--- config.mk ---
export PLATFORM = sky130hd
export DESIGN_NAME = double_ended_queue_core
export DESIGN_NICKNAME = d
export VERILOG_FILES = /design/src/rtl/deq_pkg.sv /design/src/rtl/double_ended_queue_core.sv /design/src/rtl/deq_ram.sv /design/src/rtl/deq_ptr.sv
export SDC_FILE = /design/constraint.sdc
export NUM_CORES = 1
export LEC_CHECK = 0
export BUFFER_PORTS_ARGS = -buffer_cell sky130_fd_sc_hd__buf_2
export CAP_MARGIN = 25
export CORE_AREA = 2 2 182 256
export CTS_BUF_LIST = sky130_fd_sc_hd__clkbuf_4 sky130_fd_sc_hd__clkbuf_8
export CTS_CLUSTER_DIAMETER = 60
export DETAILED_ROUTE_END_ITERATION = 8
export DIE_AREA = 0 0 184 258
export GPL_TIMING_DRIVEN = 0
export PLACE_DENSITY = 0.81
export SLEW_MARGIN = 20
export SYNTH_ARGS = -nofsm -noshare
export SYNTH_HDL_FRONTEND = slang
export SYNTH_SLANG_ARGS = --single-unit
--- constraint.sdc ---
create_clock -name clock -period 3.39 [get_ports clock]
set_input_delay 0 -clock clock [delete_from_list [all_inputs] [get_ports clock]]
set_output_delay 0 -clock clock [all_outputs]
set_load 0.01 [all_outputs]
--- src/rtl/deq_pkg.sv ---
`timescale 1ns / 1ps
// ----------------------------------------------------------------------------
// deq_pkg
// shared types and codes for the double-ended queue core: request and
// response items, request kinds, status codes and controller states
// ----------------------------------------------------------------------------
package deq_pkg;

   // request kinds
   localparam logic [2:0] KIND_PUSH_FRONT = 3'd0;
   localparam logic [2:0] KIND_PUSH_BACK  = 3'd1;
   localparam logic [2:0] KIND_POP_FRONT  = 3'd2;
   localparam logic [2:0] KIND_POP_BACK   = 3'd3;
   localparam logic [2:0] KIND_WALK       = 3'd4;

   // response status codes
   localparam logic [1:0] STATUS_OK    = 2'd0;
   localparam logic [1:0] STATUS_EMPTY = 2'd1;
   localparam logic [1:0] STATUS_FULL  = 2'd2;

   // a walk emits at most this many items
   localparam int MAX_RESULTS = 16;
   localparam int WALK_W      = $clog2(MAX_RESULTS);

   typedef struct packed {
      logic [2:0]         kind;
      logic signed [31:0] value;
   } deq_req_type;

   typedef struct packed {
      logic signed [31:0] item;
      logic [1:0]         status;
      logic [4:0]         occupancy;
      logic               final_res;
   } deq_rsp_type;

   // pointer updates requested by the controller
   typedef struct packed {
      logic push_front;
      logic push_back;
      logic pop_front;
      logic pop_back;
   } deq_op_type;

   // fill flags reported by the pointer unit
   typedef struct packed {
      logic empty;
      logic full;
   } deq_flags_type;

   typedef enum logic [1:0] {
      S_IDLE,
      S_POP_WAIT,
      S_WALK
   } deq_state_type;

endpackage

--- src/rtl/double_ended_queue_core.sv ---
`timescale 1ns / 1ps
// ----------------------------------------------------------------------------
// double_ended_queue_core
// bounded double-ended queue of signed 32-bit values in a ring ram
//
//   channel   ports                      direction  handshake
//   request   start, busy, req_data      in         taken when start && !busy
//   response  rsp_valid, rsp_data        out        one-cycle strobe, no stall
//
// push, error and unknown requests finish in the cycle they are taken; the
// response is registered and appears in the next cycle.
// a pop reads the ring ram when taken and waits in S_POP_WAIT for the registered
// read data; a walk emits up to 16 items from the front, each read from the
// ring ram; busy stays high until the last item is issued.
// reset clears front pointer, fill count and controller; no ram clearing.
// the receiver cannot stall, so responses never back up.
// ----------------------------------------------------------------------------
module double_ended_queue_core #(
   parameter int DEPTH = 16
) (
   input  logic                 clock,
   input  logic                 reset,
   input  logic                 start,
   output logic                 busy,
   input  deq_pkg::deq_req_type req_data,
   output logic                 rsp_valid,
   output deq_pkg::deq_rsp_type rsp_data
);

   localparam int AW = $clog2(DEPTH);
   localparam int CW = $clog2(DEPTH + 1);

   deq_pkg::deq_state_type state_ff, state_in;
   deq_pkg::deq_op_type    op;
   deq_pkg::deq_flags_type flags;
   deq_pkg::deq_rsp_type   rsp_data_ff, rsp_data_in;
   logic                   rsp_valid_ff, rsp_valid_in;

   logic [AW-1:0]              walk_addr_ff, walk_addr_in;
   logic [deq_pkg::WALK_W-1:0] walk_left_ff, walk_left_in;
   logic [AW-1:0]              walk_addr_inc;

   logic [AW-1:0]  front, front_dec, back_wr, back_rd;
   logic [CW-1:0]  count;
   logic           accept;
   logic           wr_en;
   logic [AW-1:0]  wr_addr;
   logic [31:0]    wr_data;
   logic [AW-1:0]  rd_addr;
   logic [31:0]    rd_data;

   deq_ptr #(
      .DEPTH(DEPTH)
   ) u_ptr (
      .clock     (clock),
      .reset     (reset),
      .op        (op),
      .front     (front),
      .front_dec (front_dec),
      .back_wr   (back_wr),
      .back_rd   (back_rd),
      .count     (count),
      .flags     (flags)
   );

   deq_ram #(
      .WIDTH(32),
      .DEPTH(DEPTH)
   ) u_ram (
      .clock   (clock),
      .wr_en   (wr_en),
      .wr_addr (wr_addr),
      .wr_data (wr_data),
      .rd_addr (rd_addr),
      .rd_data (rd_data)
   );

   assign busy          = (state_ff != deq_pkg::S_IDLE);
   assign accept        = start && !busy;
   assign walk_addr_inc = (walk_addr_ff == AW'(DEPTH - 1)) ? '0 : walk_addr_ff + AW'(1);

   // next state: pops and walks only read the ram and later requests wait for
   // busy, so no push writes the ram while a pop or walk read is outstanding
   always_comb begin
      state_in = state_ff;
      case (state_ff)
         deq_pkg::S_IDLE: begin
            if (accept) begin
               if ((req_data.kind inside {deq_pkg::KIND_POP_FRONT, deq_pkg::KIND_POP_BACK})
                   && !flags.empty) begin
                  state_in = deq_pkg::S_POP_WAIT;
               end else if (req_data.kind == deq_pkg::KIND_WALK && !flags.empty) begin
                  state_in = deq_pkg::S_WALK;
               end
            end
         end
         deq_pkg::S_POP_WAIT: begin
            state_in = deq_pkg::S_IDLE;
         end
         deq_pkg::S_WALK: begin
            if (walk_left_ff == '0) begin
               state_in = deq_pkg::S_IDLE;
            end
         end
         default: begin
            state_in = deq_pkg::S_IDLE;
         end
      endcase
   end

   // outputs: ram access, pointer update and the next response item
   always_comb begin
      op           = '0;
      wr_en        = 1'b0;
      wr_addr      = back_wr;
      wr_data      = req_data.value;
      rd_addr      = front;
      walk_addr_in = walk_addr_ff;
      walk_left_in = walk_left_ff;
      rsp_valid_in = 1'b0;
      rsp_data_in  = '0;
      case (state_ff)
         deq_pkg::S_IDLE: begin
            if (accept) begin
               rsp_data_in.final_res = 1'b1;
               rsp_data_in.occupancy = 5'(count);
               case (req_data.kind)
                  deq_pkg::KIND_PUSH_FRONT, deq_pkg::KIND_PUSH_BACK: begin
                     rsp_valid_in = 1'b1;
                     if (flags.full) begin
                        rsp_data_in.status = deq_pkg::STATUS_FULL;
                     end else begin
                        wr_en                 = 1'b1;
                        op.push_front         = (req_data.kind == deq_pkg::KIND_PUSH_FRONT);
                        op.push_back          = (req_data.kind == deq_pkg::KIND_PUSH_BACK);
                        wr_addr               = op.push_front ? front_dec : back_wr;
                        rsp_data_in.occupancy = 5'(count) + 5'd1;
                     end
                  end
                  deq_pkg::KIND_POP_FRONT, deq_pkg::KIND_POP_BACK: begin
                     if (flags.empty) begin
                        rsp_valid_in       = 1'b1;
                        rsp_data_in.status = deq_pkg::STATUS_EMPTY;
                     end else begin
                        op.pop_front = (req_data.kind == deq_pkg::KIND_POP_FRONT);
                        op.pop_back  = (req_data.kind == deq_pkg::KIND_POP_BACK);
                        rd_addr      = op.pop_front ? front : back_rd;
                     end
                  end
                  deq_pkg::KIND_WALK: begin
                     if (flags.empty) begin
                        rsp_valid_in = 1'b1;
                     end else begin
                        rd_addr      = front;
                        walk_addr_in = front;
                        if (int'(count) > deq_pkg::MAX_RESULTS) begin
                           walk_left_in = deq_pkg::WALK_W'(deq_pkg::MAX_RESULTS - 1);
                        end else begin
                           walk_left_in = deq_pkg::WALK_W'(count - CW'(1));
                        end
                     end
                  end
                  default: begin
                     // unknown kind: state untouched, plain acknowledge
                     rsp_valid_in = 1'b1;
                  end
               endcase
            end
         end
         deq_pkg::S_POP_WAIT: begin
            // count already reflects the pop
            rsp_valid_in          = 1'b1;
            rsp_data_in.item      = rd_data;
            rsp_data_in.occupancy = 5'(count);
            rsp_data_in.final_res = 1'b1;
         end
         deq_pkg::S_WALK: begin
            // emit the entry read last cycle and fetch the next one
            rsp_valid_in          = 1'b1;
            rsp_data_in.item      = rd_data;
            rsp_data_in.occupancy = 5'(count);
            rsp_data_in.final_res = (walk_left_ff == '0);
            rd_addr               = walk_addr_inc;
            if (walk_left_ff != '0) begin
               walk_addr_in = walk_addr_inc;
               walk_left_in = walk_left_ff - deq_pkg::WALK_W'(1);
            end
         end
         default: begin
            rsp_valid_in = 1'b0;
         end
      endcase
   end

   // control registers
   always_ff @(posedge clock) begin
      if (reset) begin
         state_ff     <= deq_pkg::S_IDLE;
         rsp_valid_ff <= 1'b0;
      end else begin
         state_ff     <= state_in;
         rsp_valid_ff <= rsp_valid_in;
      end
   end

   // payload registers
   always_ff @(posedge clock) begin
      rsp_data_ff  <= rsp_data_in;
      walk_addr_ff <= walk_addr_in;
      walk_left_ff <= walk_left_in;
   end

   assign rsp_valid = rsp_valid_ff;
   assign rsp_data  = rsp_data_ff;

endmodule

--- src/rtl/deq_ram.sv ---
`timescale 1ns / 1ps
// ----------------------------------------------------------------------------
// deq_ram
// generic single-write, single-read synchronous ram with registered read
// ----------------------------------------------------------------------------
module deq_ram #(
   parameter int WIDTH = 32,
   parameter int DEPTH = 16
) (
   input  logic                     clock,
   input  logic                     wr_en,
   input  logic [$clog2(DEPTH)-1:0] wr_addr,
   input  logic [WIDTH-1:0]         wr_data,
   input  logic [$clog2(DEPTH)-1:0] rd_addr,
   output logic [WIDTH-1:0]         rd_data
);

   logic [WIDTH-1:0] mem_ff [DEPTH];
   logic [WIDTH-1:0] rd_data_ff;

   // write port and registered read port
   always_ff @(posedge clock) begin
      if (wr_en) begin
         mem_ff[wr_addr] <= wr_data;
      end
      rd_data_ff <= mem_ff[rd_addr];
   end

   assign rd_data = rd_data_ff;

endmodule

--- src/rtl/deq_ptr.sv ---
`timescale 1ns / 1ps
// ----------------------------------------------------------------------------
// deq_ptr
// front pointer and fill count of the ring, with the wrapped addresses of
// both ends for the next access
// ----------------------------------------------------------------------------
module deq_ptr #(
   parameter int DEPTH = 16
) (
   input  logic                       clock,
   input  logic                       reset,
   input  deq_pkg::deq_op_type        op,
   output logic [$clog2(DEPTH)-1:0]   front,
   output logic [$clog2(DEPTH)-1:0]   front_dec,
   output logic [$clog2(DEPTH)-1:0]   back_wr,
   output logic [$clog2(DEPTH)-1:0]   back_rd,
   output logic [$clog2(DEPTH+1)-1:0] count,
   output deq_pkg::deq_flags_type     flags
);

   localparam int AW = $clog2(DEPTH);
   localparam int CW = $clog2(DEPTH + 1);
   localparam int SW = $clog2(2 * DEPTH);

   logic [AW-1:0] front_ff, front_in;
   logic [CW-1:0] count_ff, count_in;
   logic [AW-1:0] front_inc;
   logic [SW-1:0] sum;
   logic [SW-1:0] sum_m1;

   // wrapped neighbors of the front
   always_comb begin
      front_inc = (front_ff == AW'(DEPTH - 1)) ? '0 : front_ff + AW'(1);
      front_dec = (front_ff == '0) ? AW'(DEPTH - 1) : front_ff - AW'(1);
   end

   // back addresses: sum stays below twice the depth, one subtract wraps it
   always_comb begin
      sum     = SW'(front_ff) + SW'(count_ff);
      sum_m1  = sum - SW'(1);
      back_wr = (sum >= SW'(DEPTH)) ? AW'(sum - SW'(DEPTH)) : AW'(sum);
      back_rd = (sum_m1 >= SW'(DEPTH)) ? AW'(sum_m1 - SW'(DEPTH)) : AW'(sum_m1);
   end

   // pointer and count update
   always_comb begin
      front_in = front_ff;
      count_in = count_ff;
      if (op.push_front) begin
         front_in = front_dec;
         count_in = count_ff + CW'(1);
      end else if (op.push_back) begin
         count_in = count_ff + CW'(1);
      end else if (op.pop_front) begin
         front_in = front_inc;
         count_in = count_ff - CW'(1);
      end else if (op.pop_back) begin
         count_in = count_ff - CW'(1);
      end
   end

   always_ff @(posedge clock) begin
      if (reset) begin
         front_ff <= '0;
         count_ff <= '0;
      end else begin
         front_ff <= front_in;
         count_ff <= count_in;
      end
   end

   assign front       = front_ff;
   assign count       = count_ff;
   assign flags.empty = (count_ff == '0);
   assign flags.full  = (count_ff == CW'(DEPTH));

endmodule
==> impl_metrics.tcl <==
set metrics [dict create \
    min_from "reset" \
    stdcell_count 2335 \
    synth-main-ff-cell "edfxtp_1" \
    cts_sinks 604 \
    worst_slack_ps -20.5 \
    grt_max_degree 20 \
    ioPinCount 80 \
    crit_path_frequent_cell "buf_4" \
    finalCritPeriodShare_pct 101 \
    avgViaCountPerCell 5.84 \
    cts_made_buffers 87 \
    avgRoutedWirePerCell_um 24.7 \
    coreArea_um2 45400 \
    cts_buffer_depth 3 \
    drive_gt1_share_pct 28.9 \
    worstMarginPinSlew_ps 900 \
    report.final.hold_viol_count 0 \
    fin_crit_ps 3410 \
    io_buffers 79 \
    path_cells "ha_4, fa_2, buf_4, or3_1, nor4_1, mux2i_1, and4b_1, clkbuf_4, buf_4, mux2_4, mux2_2" \
    htree_levels 3 \
    start_util_pct 54.1 \
    total_power_mw 16.8 \
    slew_headroom_pct 40.0 \
    drt_iter0_drc 1223 \
    clockPowerShare_pct 36.7 \
    p_sw_mw 3.89 \
    synthesis.nets 1463 \
    maxSlewViolCount 0 \
    violations "setup timing" \
    synth_top_area_share_pct 63.6 \
    sw_frac_of_total_pct 23.2 \
    grt_overflow 0 \
    areaGrowthSynthToFinish_pct 21.7 \
    reg2reg_to "u_ram.rd_data[23]" \
    reg2reg_depth 11 \
    path_buf_inv 3 \
    power_frac_seq_pct 49.7 \
    wl_um 57600 \
    synth_edf_count 520 \
    layout_common_cells "edfxtp_1 (520), mux2i_1 (373), clkbuf_8 (101)" \
    arrival_ps 3920 \
    dieArea_um2 47500 \
    leakagePower_nw 10.1 \
    crit_cells 11 \
    finClkSkew_ps 41.2 \
    p_int_mw 12.9 \
    hpwl_um 34200 \
    synth.area.top_cells "edfxtp_1 (64%), mux2i_1 (16%), dfxtp_1 (6.8%)" \
    comb_power_share_pct 13.7 \
    final_cell_area_um2 29900 \
    die_y_um 258 \
    slowest_delay_ps 470 \
    holdPathStages 3 \
    clock-root-buffer "clkbuf_8" \
    status "complete, but fails checks" \
    rsz0062_at_grt "yes" \
    grt_pass1_wl_um 83800 \
    r2r-start "u_ptr.count[0]" \
    holdPathEnd "u_ptr.front[3]" \
    cp_max_fo 10 \
    start_kind "flop" \
    ys_seq_elements 604 \
    cp-end-kind "flop" \
    dr.pass1.iters 7 \
    grt_pass1_vias 14200 \
    grt_usage_pct 24.0 \
    num-fill-cells 2840 \
    cpMaxStageDelayCell "fa_2" \
    num_rows 93 \
    cp_top_family "simple AND/OR/NAND/NOR gates" \
    antenna_found_initial 1 \
    routabilityCongestion 0.872 \
    final_common_cell "edfxtp_1" \
    power_density_nw_per_um2 561 \
    hp-class "in -> reg" \
    yosysWarningCount 0 \
    setup_viol 3 \
    vias 13600 \
    clk_pin_slew_ps 70 \
    place_ws_ps -356 \
    post_dp_cell_area_um2 26400 \
    critical_path_required_ps 3900 \
    fin_nets 1751 \
    detail-route-antenna-nets 0 \
    remaining_drc_errors 0 \
    ir_drop_mv 0.292 \
    synth_area_um2 24600 \
    die_w_um 184 \
    ys_types 51 \
    synth_seq_area_share_pct 70.4 \
    max-cap-violations 0 \
    fmax_mhz 293 \
    dp_cells 2084 \
    worst-r2r-setup-slack_ps -20 \
    path_class "reg -> reg" \
    cts_tree "built" \
    synthArstFlopShare_pct 0 \
    syn_inst 1408 \
    clk_latency_ps 660 \
    yosysTopAreaCell "edfxtp_1" \
    avgSynthCellArea_um2 17.4 \
]
==> cells in the mapped netlist, drive strengths merged (3+ instances only) <==
cell type  count
and2          35
nand2         24
mux2          98
nor4           4
xor2           3
ha            16
dfxtp         84
nand3          6
o21ai         18
nor2b          3
nor2          43
a211oi         4
nor3          14
clkbuf        15
a21oi         18
inv           13
mux2i        385
and3           3
xnor2         11
a22oi          7
buf           51
nand2b         3
edfxtp       520
==> power groups by stage <==
| stage | clock network (mW) | registers [mW] | logic (mW) |
|---|---|---|---|
| CTS | 6.20 | 8.32 | 2.21 |
| global route | 6.54 | 8.33 | 2.40 |
| detailed placement | 0 | 8.48 | 1.89 |
| finish | 6.14 | 8.32 | 2.29 |
| global placement | 0 | 8.47 | 1.80 |
| floorplan | 0 | 8.48 | 1.31 |
==> registers in the layout (all words and copies together), names as in the netlist <==
| register | count |
|---|---|
| walk_addr_ff | 4 |
| state_ff | 2 |
| u_ptr.count | 5 |
| rsp_valid | 1 |
| u_ram.rd_data | 32 |
| walk_left_ff | 4 |
| rsp_data | 40 |
| u_ram.mem_ff | 512 |
| u_ptr.front | 4 |
==> routing by layer <==
layer	wire length, um	track usage (%)
met2	30400	43.3
met5	0	0
met3	3400	3.71
met1	21100	27.4
met4	2660	12.6
==> timing repair <==
action,4_1_cts,5_1_grt
pin swaps,16,7
cloned,13,4
hold endpoints to repair,531,0
hold buffers,40,0
resized for setup,64,31
buffers inserted,30,8
setup endpoints to repair,433,275
==> worst max path at each step <==
stage                   startpoint  slack (ps)             endpoint
floorplan           u_ptr.count[1]        -230   u_ram.mem_ff[0][0]
global placement       state_ff[0]       -2220  u_ram.mem_ff[9][13]
detailed placement     state_ff[0]        -360  u_ram.mem_ff[5][14]
CTS                 u_ptr.count[0]        -130    u_ram.rd_data[23]
global route        u_ptr.count[0]         -90     u_ram.rd_data[2]
finish              u_ptr.count[0]         -20    u_ram.rd_data[23]
==> stage by stage <==
stage | util (%) | hold slack, ps | setup TNS [ps]
2_1_floorplan | - | 72.8 | -57450
3_3_place_gp | 56.6 | 206 | -765820
3_5_place_dp | 58.2 | 212 | -73040
4_1_cts | 65.3 | 51.0 | -1540
5_1_grt | 65.9 | 77.8 | -691
6_report | 65.9 | 99.6 | -38.1
==> worst register-to-register path: cells and delay by family, from the launching register on <==
family                     cells  cell delay [ps]
adders and majority gates      2              640
DFF                            1              370
buffers and inverters          3              670
muxes                          3              730
and+or+nand+nor                3              850
==> cell families after synthesis <==
kind of cell               after synthesis  synth area share (%)
AOI/OAI and AO/OA                       66                  1.80
xor gates and xnor gates                14                 0.499
adders and majority gates               17                 0.896
buffers and inverters                   79                  3.17
DFF                                    604                  70.4
muxes                                  483                  20.2
and+or+nand+nor                        145                  3.04
==> layout make-up <==
| cell class | instances | area, um^2 | area share [%] |
|---|---|---|---|
| multi-input cells | 725 | 6820 | 22.8 |
| plain buffers | 66 | 813 | 2.72 |
| inverters | 13 | 48.8 | 0.163 |
| diodes | 1 | 2.50 | 0.00837 |
| repair buffers | 199 | 2310 | 7.72 |
| well taps | 570 | 713 | 2.39 |
| clock buffers | 141 | 1690 | 5.66 |
| clock inverters | 16 | 185 | 0.620 |
| flip-flops and latches | 604 | 17300 | 57.9 |
(Power assumes the default switching activity.)
